===== config.mk =====
export PLATFORM = sky130hd
export DESIGN_NAME = subtractive_random_generator
export DESIGN_NICKNAME = d
export VERILOG_FILES = /design/src/rtl/srg_pkg.sv /design/src/rtl/srg_ram.sv /design/src/rtl/srg_ctrl.sv /design/src/rtl/srg_dp.sv /design/src/rtl/subtractive_random_generator.sv
export SDC_FILE = /design/constraint.sdc
export NUM_CORES = 2
export LEC_CHECK = 0
export ABC_CLOCK_PERIOD_IN_PS = 8900
export BUFFER_PORTS_ARGS = -buffer_cell sky130_fd_sc_hd__buf_2
export CAP_MARGIN = 0
export CORE_UTILIZATION = 35
export CTS_CLUSTER_DIAMETER = 100
export DETAILED_ROUTE_END_ITERATION = 10
export PLACE_DENSITY = 0.5
export SETUP_SLACK_MARGIN = 0.15
export SLEW_MARGIN = 25
export SYNTH_ARGS = -nofsm -noshare
export SYNTH_HDL_FRONTEND = slang
export SYNTH_HIERARCHICAL = 1
export SYNTH_SLANG_ARGS = --single-unit

===== constraint.sdc =====
create_clock -name clk -period 8.9 [get_ports clk]
set_clock_uncertainty 0.15 [all_clocks]
set_input_delay 1.78 -clock clk [delete_from_list [all_inputs] [get_ports clk]]
set_output_delay 1.78 -clock clk [all_outputs]
set_load 0.05 [all_outputs]

===== src/rtl/srg_pkg.sv =====
package srg_pkg;

	localparam int TABLE_LEN        = 55;
	localparam int STRIDE           = 21;
	localparam int SECOND_START     = 24;
	localparam int LAST_INDEX       = 54;
	localparam int IDX_W            = 6;
	localparam int MOD_W            = 30;
	localparam int OUT_W            = 30;
	localparam int SEED_W           = 32;
	localparam int DIV_STEPS        = 32;
	localparam int FILL_STEPS       = 54;
	localparam int WARMUP_DRAWS_DEF = 165;
	localparam int VALUE_BITS_DEF   = 30;

	localparam logic [MOD_W-1:0] MOD_RESET = 30'd1000000007;

	localparam logic ACTION_SEED = 1'b0;
	localparam logic ACTION_DRAW = 1'b1;

	typedef enum logic [2:0] {
		ST_IDLE,
		ST_DIV,
		ST_FIX,
		ST_FILL,
		ST_WARM
	} srg_state_t;

	typedef struct packed {
		logic div_start;
		logic div_step;
		logic fix;
		logic fill_step;
		logic draw;
		logic emit;
	} srg_cmd_t;

	typedef struct packed {
		logic room;
	} srg_sts_t;

endpackage


===== src/rtl/srg_ram.sv =====
module srg_ram #(
	parameter int WIDTH = 30,
	parameter int DEPTH = 55
) (
	input  logic                     clk,
	input  logic                     we,
	input  logic [$clog2(DEPTH)-1:0] waddr,
	input  logic [WIDTH-1:0]         wdata,
	input  logic [$clog2(DEPTH)-1:0] raddr_a,
	input  logic [$clog2(DEPTH)-1:0] raddr_b,
	output logic [WIDTH-1:0]         rdata_a,
	output logic [WIDTH-1:0]         rdata_b
);

	logic [WIDTH-1:0] mem_q [DEPTH];
	logic [WIDTH-1:0] rd_a_q;
	logic [WIDTH-1:0] rd_b_q;

	always_ff @(posedge clk) begin
		if (we) begin
			mem_q[waddr] <= wdata;
		end
		rd_a_q <= mem_q[raddr_a];
		rd_b_q <= mem_q[raddr_b];
	end

	assign rdata_a = rd_a_q;
	assign rdata_b = rd_b_q;

endmodule


===== src/rtl/srg_ctrl.sv =====
module srg_ctrl #(
	parameter int WARMUP_DRAWS = srg_pkg::WARMUP_DRAWS_DEF
) (
	input  logic             clk,
	input  logic             arst_n,
	input  logic             in_valid,
	output logic             in_ready,
	input  logic             action,
	input  srg_pkg::srg_sts_t sts,
	output srg_pkg::srg_cmd_t cmd
);

	localparam int WARM_CW = $clog2(WARMUP_DRAWS + 1);
	localparam int CNT_W   = (WARM_CW > 6) ? WARM_CW : 6;

	srg_pkg::srg_state_t state_q, state_d;
	logic [CNT_W-1:0]    cnt_q, cnt_d;
	logic                idle_room;
	logic                accept;

	assign idle_room = (state_q == srg_pkg::ST_IDLE) && sts.room;
	assign accept    = in_valid && idle_room;

	always_ff @(posedge clk or negedge arst_n) begin
		if (!arst_n) begin
			state_q <= srg_pkg::ST_IDLE;
			cnt_q   <= '0;
		end else begin
			state_q <= state_d;
			cnt_q   <= cnt_d;
		end
	end

	always_comb begin
		state_d = state_q;
		cnt_d   = cnt_q;
		unique case (state_q)
			srg_pkg::ST_IDLE: begin
				if (accept && (action == srg_pkg::ACTION_SEED)) begin
					state_d = srg_pkg::ST_DIV;
					cnt_d   = CNT_W'(srg_pkg::DIV_STEPS - 1);
				end
			end
			srg_pkg::ST_DIV: begin
				if (cnt_q == '0) begin
					state_d = srg_pkg::ST_FIX;
				end else begin
					cnt_d = cnt_q - 1'b1;
				end
			end
			srg_pkg::ST_FIX: begin
				state_d = srg_pkg::ST_FILL;
				cnt_d   = CNT_W'(srg_pkg::FILL_STEPS - 1);
			end
			srg_pkg::ST_FILL: begin
				if (cnt_q == '0) begin
					if (WARMUP_DRAWS == 0) begin
						state_d = srg_pkg::ST_IDLE;
					end else begin
						state_d = srg_pkg::ST_WARM;
						cnt_d   = CNT_W'(WARMUP_DRAWS - 1);
					end
				end else begin
					cnt_d = cnt_q - 1'b1;
				end
			end
			srg_pkg::ST_WARM: begin
				if (cnt_q == '0) begin
					state_d = srg_pkg::ST_IDLE;
				end else begin
					cnt_d = cnt_q - 1'b1;
				end
			end
			default: begin
				state_d = srg_pkg::ST_IDLE;
			end
		endcase
	end

	always_comb begin
		cmd      = '0;
		in_ready = 1'b0;
		unique case (state_q)
			srg_pkg::ST_IDLE: begin
				in_ready      = idle_room;
				cmd.div_start = accept && (action == srg_pkg::ACTION_SEED);
				cmd.draw      = accept && (action == srg_pkg::ACTION_DRAW);
				cmd.emit      = accept && (action == srg_pkg::ACTION_DRAW);
			end
			srg_pkg::ST_DIV:  cmd.div_step  = 1'b1;
			srg_pkg::ST_FIX:  cmd.fix       = 1'b1;
			srg_pkg::ST_FILL: cmd.fill_step = 1'b1;
			srg_pkg::ST_WARM: cmd.draw      = 1'b1;
			default: begin
				cmd = '0;
			end
		endcase
	end

endmodule


===== src/rtl/srg_dp.sv =====
module srg_dp #(
	parameter int VALUE_BITS = srg_pkg::VALUE_BITS_DEF
) (
	input  logic                              clk,
	input  logic                              arst_n,
	input  srg_pkg::srg_cmd_t                 cmd,
	output srg_pkg::srg_sts_t                 sts,
	input  logic signed [srg_pkg::SEED_W-1:0] seed_value,
	input  logic                              modulus_wr_en,
	input  logic [srg_pkg::MOD_W-1:0]         modulus_wr_data,
	output logic                              out_valid,
	input  logic                              out_ready,
	output logic [srg_pkg::OUT_W-1:0]         random_value
);

	localparam int VB   = VALUE_BITS;
	localparam int MW   = srg_pkg::MOD_W;
	localparam int WIDE = (VB > MW) ? VB : MW;
	localparam int SW   = WIDE + 2;
	localparam int IW   = srg_pkg::IDX_W;
	localparam int OW   = srg_pkg::OUT_W;
	localparam int SDW  = srg_pkg::SEED_W;
	localparam int LEN  = srg_pkg::TABLE_LEN;

	function automatic logic [IW-1:0] step_back(input logic [IW-1:0] p);
		if ((p == '0) || (p > IW'(srg_pkg::LAST_INDEX))) begin
			return IW'(srg_pkg::LAST_INDEX);
		end
		return p - 1'b1;
	endfunction

	// modulus register and effective modulus
	logic [MW-1:0] modulus_q;
	logic [MW-1:0] m_eff;

	always_ff @(posedge clk or negedge arst_n) begin
		if (!arst_n) begin
			modulus_q <= srg_pkg::MOD_RESET;
		end else if (modulus_wr_en) begin
			modulus_q <= modulus_wr_data;
		end
	end

	assign m_eff = (modulus_q < MW'(2)) ? MW'(2) : modulus_q;

	// restoring remainder of |seed|, one bit per cycle
	logic [SDW-1:0] seed_u;
	logic [SDW-1:0] seed_abs;
	logic [SDW-1:0] div_q;
	logic [MW-1:0]  rem_q;
	logic           neg_q;
	logic [MW:0]    trial;
	logic [MW:0]    trial_sub;
	logic [MW-1:0]  rem_next;
	logic [MW-1:0]  reduced;
	logic [VB-1:0]  seed_val;

	assign seed_u    = seed_value;
	assign seed_abs  = seed_u[SDW-1] ? (~seed_u + 1'b1) : seed_u;
	assign trial     = {rem_q, div_q[SDW-1]};
	assign trial_sub = trial - {1'b0, m_eff};
	assign rem_next  = (trial >= {1'b0, m_eff}) ? trial_sub[MW-1:0] : trial[MW-1:0];
	// negative seed: remainder folds back into range
	assign reduced   = (neg_q && (rem_q != '0)) ? (m_eff - rem_q) : rem_q;
	assign seed_val  = VB'(reduced);

	always_ff @(posedge clk) begin
		if (cmd.div_start) begin
			div_q <= seed_abs;
			rem_q <= '0;
			neg_q <= seed_u[SDW-1];
		end else if (cmd.div_step) begin
			div_q <= div_q << 1;
			rem_q <= rem_next;
		end
	end

	// table ram with per-entry valid flags
	logic [LEN-1:0] valid_q;
	logic           we;
	logic [IW-1:0]  waddr;
	logic [VB-1:0]  wdata;
	logic [IW-1:0]  raddr_a;
	logic [IW-1:0]  raddr_b;
	logic [VB-1:0]  rdata_a;
	logic [VB-1:0]  rdata_b;
	logic           vld_a_s1;
	logic           vld_b_s1;
	logic           s1_valid_q;
	logic           s1_emit_q;
	logic [IW-1:0]  ptr_a_q;
	logic [IW-1:0]  ptr_b_q;

	srg_ram #(
		.WIDTH(VB),
		.DEPTH(LEN)
	) u_ram (
		.clk     (clk),
		.we      (we),
		.waddr   (waddr),
		.wdata   (wdata),
		.raddr_a (raddr_a),
		.raddr_b (raddr_b),
		.rdata_a (rdata_a),
		.rdata_b (rdata_b)
	);

	assign raddr_a = step_back(ptr_a_q);
	assign raddr_b = step_back(ptr_b_q);

	// shared subtract-and-wrap unit
	logic [VB-1:0] op_x;
	logic [VB-1:0] op_y;
	logic [SW-1:0] diff;
	logic [SW-1:0] sum;
	logic [VB-1:0] sub_res;
	logic [VB-1:0] last_q;
	logic [VB-1:0] next_q;

	always_comb begin
		if (cmd.fill_step) begin
			op_x = last_q;
			op_y = next_q;
		end else begin
			op_x = vld_a_s1 ? rdata_a : '0;
			op_y = vld_b_s1 ? rdata_b : '0;
		end
	end

	assign diff    = SW'(op_x) - SW'(op_y);
	assign sum     = diff + SW'(m_eff);
	assign sub_res = diff[SW-1] ? sum[VB-1:0] : diff[VB-1:0];

	// fill sequencing
	logic [IW-1:0] pos_q;
	logic [IW:0]   pos_sum;
	logic [IW:0]   pos_wrap;

	assign pos_sum  = {1'b0, pos_q} + (IW+1)'(srg_pkg::STRIDE);
	assign pos_wrap = (pos_sum >= (IW+1)'(LEN)) ? (pos_sum - (IW+1)'(LEN)) : pos_sum;

	always_ff @(posedge clk) begin
		if (cmd.fix) begin
			last_q <= seed_val;
			next_q <= VB'(1);
			pos_q  <= IW'(srg_pkg::STRIDE);
		end else if (cmd.fill_step) begin
			last_q <= next_q;
			next_q <= sub_res;
			pos_q  <= pos_wrap[IW-1:0];
		end
	end

	always_comb begin
		we    = 1'b0;
		waddr = ptr_a_q;
		wdata = sub_res;
		if (s1_valid_q) begin
			we = 1'b1;
		end else if (cmd.fix) begin
			we    = 1'b1;
			waddr = '0;
			wdata = seed_val;
		end else if (cmd.fill_step) begin
			we    = 1'b1;
			waddr = pos_q;
			wdata = next_q;
		end
	end

	always_ff @(posedge clk or negedge arst_n) begin
		if (!arst_n) begin
			valid_q    <= '0;
			s1_valid_q <= 1'b0;
			s1_emit_q  <= 1'b0;
			ptr_a_q    <= '0;
			ptr_b_q    <= IW'(srg_pkg::SECOND_START);
			vld_a_s1   <= 1'b0;
			vld_b_s1   <= 1'b0;
		end else begin
			if (we) begin
				valid_q[waddr] <= 1'b1;
			end
			vld_a_s1   <= valid_q[raddr_a];
			vld_b_s1   <= valid_q[raddr_b];
			s1_valid_q <= cmd.draw;
			s1_emit_q  <= cmd.emit;
			if (cmd.fix) begin
				ptr_a_q <= '0;
				ptr_b_q <= IW'(srg_pkg::SECOND_START);
			end else if (cmd.draw) begin
				ptr_a_q <= raddr_a;
				ptr_b_q <= raddr_b;
			end
		end
	end

	// two-entry result buffer
	logic [OW-1:0] ob_q [2];
	logic [1:0]    ob_cnt_q;
	logic          push;
	logic          pop;
	logic [OW-1:0] push_data;
	logic [2:0]    fill_after;

	assign push      = s1_emit_q;
	assign pop       = out_valid && out_ready;
	assign push_data = OW'(sub_res);
	assign out_valid    = (ob_cnt_q != '0);
	assign random_value = ob_q[0];

	// a new draw must find a slot when its beat reaches the buffer
	assign fill_after = {1'b0, ob_cnt_q} + {2'b0, push} - {2'b0, pop};
	assign sts.room   = (fill_after <= 3'd1);

	always_ff @(posedge clk) begin
		case ({push, pop})
			2'b10: begin
				if (ob_cnt_q == 2'd0) begin
					ob_q[0] <= push_data;
				end else begin
					ob_q[1] <= push_data;
				end
			end
			2'b01: begin
				ob_q[0] <= ob_q[1];
			end
			2'b11: begin
				if (ob_cnt_q == 2'd1) begin
					ob_q[0] <= push_data;
				end else begin
					ob_q[0] <= ob_q[1];
					ob_q[1] <= push_data;
				end
			end
			default: begin
			end
		endcase
	end

	always_ff @(posedge clk or negedge arst_n) begin
		if (!arst_n) begin
			ob_cnt_q <= '0;
		end else begin
			ob_cnt_q <= fill_after[1:0];
		end
	end

endmodule


===== src/rtl/subtractive_random_generator.sv =====
// draw: registered ram read, then result buffer; one draw per cycle while out_ready holds
// seed: no result; a bitwise remainder loop over |seed|, a fix step, 54 fill writes, then
// WARMUP_DRAWS warm-up draws at one per cycle, input held off
// throughput is set by the two-read, one-write table ram and a two-entry result buffer
// reset: table reads as zero through per-entry valid flags, pointers 0 and 24,
// modulus 1000000007
module subtractive_random_generator #(
	parameter int WARMUP_DRAWS = srg_pkg::WARMUP_DRAWS_DEF,
	parameter int VALUE_BITS   = srg_pkg::VALUE_BITS_DEF
) (
	input  logic                              clk,
	input  logic                              arst_n,
	input  logic                              in_valid,
	output logic                              in_ready,
	input  logic                              action,
	input  logic signed [srg_pkg::SEED_W-1:0] seed_value,
	output logic                              out_valid,
	input  logic                              out_ready,
	output logic [srg_pkg::OUT_W-1:0]         random_value,
	input  logic                              modulus_wr_en,
	input  logic [srg_pkg::MOD_W-1:0]         modulus_wr_data
);

	srg_pkg::srg_cmd_t cmd;
	srg_pkg::srg_sts_t sts;

	srg_ctrl #(
		.WARMUP_DRAWS(WARMUP_DRAWS)
	) u_ctrl (
		.clk      (clk),
		.arst_n   (arst_n),
		.in_valid (in_valid),
		.in_ready (in_ready),
		.action   (action),
		.sts      (sts),
		.cmd      (cmd)
	);

	srg_dp #(
		.VALUE_BITS(VALUE_BITS)
	) u_dp (
		.clk             (clk),
		.arst_n          (arst_n),
		.cmd             (cmd),
		.sts             (sts),
		.seed_value      (seed_value),
		.modulus_wr_en   (modulus_wr_en),
		.modulus_wr_data (modulus_wr_data),
		.out_valid       (out_valid),
		.out_ready       (out_ready),
		.random_value    (random_value)
	);

endmodule

==> flow_summary.yaml <==
min_path:
  hp-class: "reg2reg"
  holdPathStages: 1
  hp-start: "u_dp/valid_q[54]"
  min_to: "u_dp/valid_q[54]"
routing:
  wl_per_cell_microns: 33.3
  wirelength_microns: 349000
  dr.first_iter.drc_count: 6999
  viasPerCell: 6.05
  dr.pass1.iters: 6
  ant_nets: 0
  vias: 63500
  post-route-drc-count: 0
placement:
  hpwl_microns: 220000
  io_buffers: 99
  gp_congestion: 0.880
  place_area_sq_mm: 0.106
synthesis:
  syn-num-nets: 6673
  syn_inst: 6466
  synth_edf_count: 1773
  yosys_warnings: 6
  yosysSeqAreaShare: 0.585
  syn_area_sq_mm: 0.100
  synth_cell_types: 104
  async_flop_share: 0.0566
  synth.avg_cell_area_sq_um: 15.5
  synth_ff_type: "edfxtp_1"
  ys_ff_latch: 2013
clocking:
  insertion_delay_ns: 0.91
  clk_pin_slew_ns: 0.06
  cts.hold.buffers_added: 0
  cts-resized-gates: 0
  cts_root_buffer: "clkbuf_16"
  cts_tree: "built"
  clock-sinks: 2013
  cts_buffer_depth: 4
  h-tree-depth: 4
  postCtsSetupRepairBufs: 0
  cts_made_buffers: 223
floorplan:
  die_y_microns: 537
  ios: 100
  start_util: 0.352
  die_area_sq_mm: 0.289
  fp.coreArea_sq_mm: 0.285
  core.rowCount: 196
  die_w_microns: 537
timing:
  timing.hold.ws_ns: 0.346
  tightest_slew_ns: 1.17
  rsz0062_at_grt: "false"
  period_share: 0.902
  min_period_ns: 8.03
  max_freq_mhz: 125
  slew_violations: 0
  setup_tns_ns: 0
  setup-violations-final: 0
  max_slew_margin: 0.212
  finalHoldViolations: 0
outcome:
  outcome: "complete, no violations"
critical_path:
  worstSetupPathType: "reg2reg"
  cp.required_ns: 9.35
  critPathSlowestCell: "dfrtp_1"
  r2r-start: "u_ctrl/state_q[0]"
  end_kind: "register"
  worst-path-max-fanout: 55
  r2r_end: "u_dp/u_ram/mem_q[28][29]"
  rr_worst_depth: 24
  start_kind: "register"
  crit_path_cell_trace: "and2b_4 -> nand2_1 -> inv_4 -> buf_4 -> a22oi_1 -> ha_1 -> a21o_1 -> a2111oi_0 -> nand3_1 -> a21oi_1 -> o21ai_0 -> a311o_1 -> xor2_1 -> ha_1 -> nand2_1 -> or4_1 -> o21ai_1 -> a221oi_2 -> o211a_1 -> a311oi_1 -> nor2_1 -> xor2_1 -> o211a_1 -> buf_4"
  slowest_delay_ns: 0.62
  rrSetupSlack_ns: 0.87
  cp.arrival_ns: 8.48
finish:
  finalInstanceArea_sq_mm: 0.113
  fillers: 26000
  drive_gt1_frac: 0.252
  nets: 6727
  syn2layout_area_growth_pct: 12.8
grt:
  grt-ovfl-total: 0
  grt_pass1_wl_microns: 487000
  grt_usage: 0.239
  grt_pass1_vias: 63000
  grt_max_degree: 108
  grt_antenna_before_repair: 20
run:
  max_cap_viol_count: 0
how the worst max path moves through the flow:
stage	from	end	slack (ns)	cells past startpoint
floorplan	u_ctrl/state_q[0]	u_dp/u_ram/mem_q[0][23]	1.23	26
detailed placement	u_ctrl/state_q[0]	u_dp/u_ram/mem_q[52][29]	1.03	24
finish	u_ctrl/state_q[0]	u_dp/u_ram/mem_q[28][29]	0.87	24
global placement	u_ctrl/state_q[0]	u_dp/u_ram/mem_q[26][29]	1.01	24
global route	u_ctrl/state_q[0]	u_dp/u_ram/mem_q[28][29]	0.21	24
CTS	u_ctrl/state_q[0]	u_dp/u_ram/mem_q[28][29]	1.01	24
registers in the layout, indices dropped and copies added (netlist names), 8 cells and up:
name                count
u_dp/u_ram/rdata_b     30
u_dp/div_q             32
u_dp/next_q            30
u_ctrl/cnt_q            8
u_dp/last_q            30
u_dp/modulus_q         30
u_dp/ob_q              60
u_dp/u_ram/rdata_a     30
u_dp/valid_q           55
u_dp/u_ram/mem_q     1650
u_dp/rem_q             30
logic make-up (layout without fill, tap and decap cells):
logic type      Yosys count  count (layout)  share of synthesized area
buf+inv                 649             880                     0.0312
xor+xnor                146             146                     0.0128
fa+ha+maj               139             139                     0.0177
other cells               0              32                          0
mux                    1200            1200                      0.217
simple gates           1021            1021                     0.0486
flops                  2013            2013                      0.585
compound gates         1298            1298                     0.0875
cell type report:
type / instances / area [sq um] / share of cell area
Timing Repair Buffer: 328 / 2660 / 0.0235
Multi-Input combinational cell: 3804 / 39500 / 0.349
Clock inverter: 110 / 885 / 0.00782
Antenna cell: 32 / 80.1 / 0.000708
Sequential cell: 2013 / 58600 / 0.518
Clock buffer: 292 / 6090 / 0.0538
Inverter: 150 / 589 / 0.00521
Tap cell: 3762 / 4710 / 0.0416
synthesized netlist by cell type, types with 71 or more instances:
library cell,number,share of area
clkbuf_1,244,0.0091
buf_2,114,0.0057
edfxtp_1,1773,0.53
a21oi_1,221,0.011
nor2_1,326,0.012
xor2_1,78,0.0068
o211ai_1,73,0.0055
mux4_2,774,0.17
o22ai_1,164,0.010
dfrtp_1,96,0.024
inv_1,148,0.0055
buf_4,97,0.0073
dfxtp_1,126,0.025
mux2_2,91,0.010
ha_1,134,0.017
mux2i_1,335,0.033
o21ai_0,210,0.010
a22oi_1,71,0.0053
nand2_1,302,0.011
a211oi_1,133,0.010
nor2b_1,71,0.0044
placed cells by master (no fill, tap or decap), types with 128 or more instances in the layout:
cell type,instances
nand2_1,296
edfxtp_1,1773
inv_1,142
o22ai_1,153
o21ai_0,207
mux4_2,774
a211oi_1,128
buf_4,198
a21oi_1,214
nor2_1,267
clkbuf_16,228
mux2i_1,335
ha_1,134
per-stage QoR:
step | std cells | setup slack (ns) | util
2_1_floorplan | 6466 | 1.23 | -
3_3_place_gp | 10000 | 1.01 | 0.371
3_5_place_dp | 10100 | 1.03 | 0.372
4_1_cts | 10500 | 1.01 | 0.397
5_1_grt | 10500 | 0.213 | 0.397
6_report | 10500 | 0.869 | 0.397
layer usage:
| metal | track usage | vias up | wire (microns) |
|---|---|---|---|
| li1 | - | 26400 | - |
| met5 | 0 | - | 332 |
| met4 | 0.0943 | 12 | 14800 |
| met2 | 0.382 | 2832 | 163000 |
| met3 | 0.0432 | 602 | 28300 |
| met1 | 0.322 | 33700 | 143000 |
critical path, delay by kind of cell (launching register included):
family | cells | cell delay (ns)
AO/OA/AOI/OAI | 11 | 3.29
flip-flops | 1 | 0.62
AND/OR/NAND/NOR | 6 | 1.38
XOR/XNOR | 2 | 0.45
adder cells (fa/ha/maj) | 2 | 0.78
buffers and inverters | 3 | 1.05
Power is left out: the tool's default activity adds up to more than one toggle a clock period on the data nets, which glitch-free logic cannot reach.
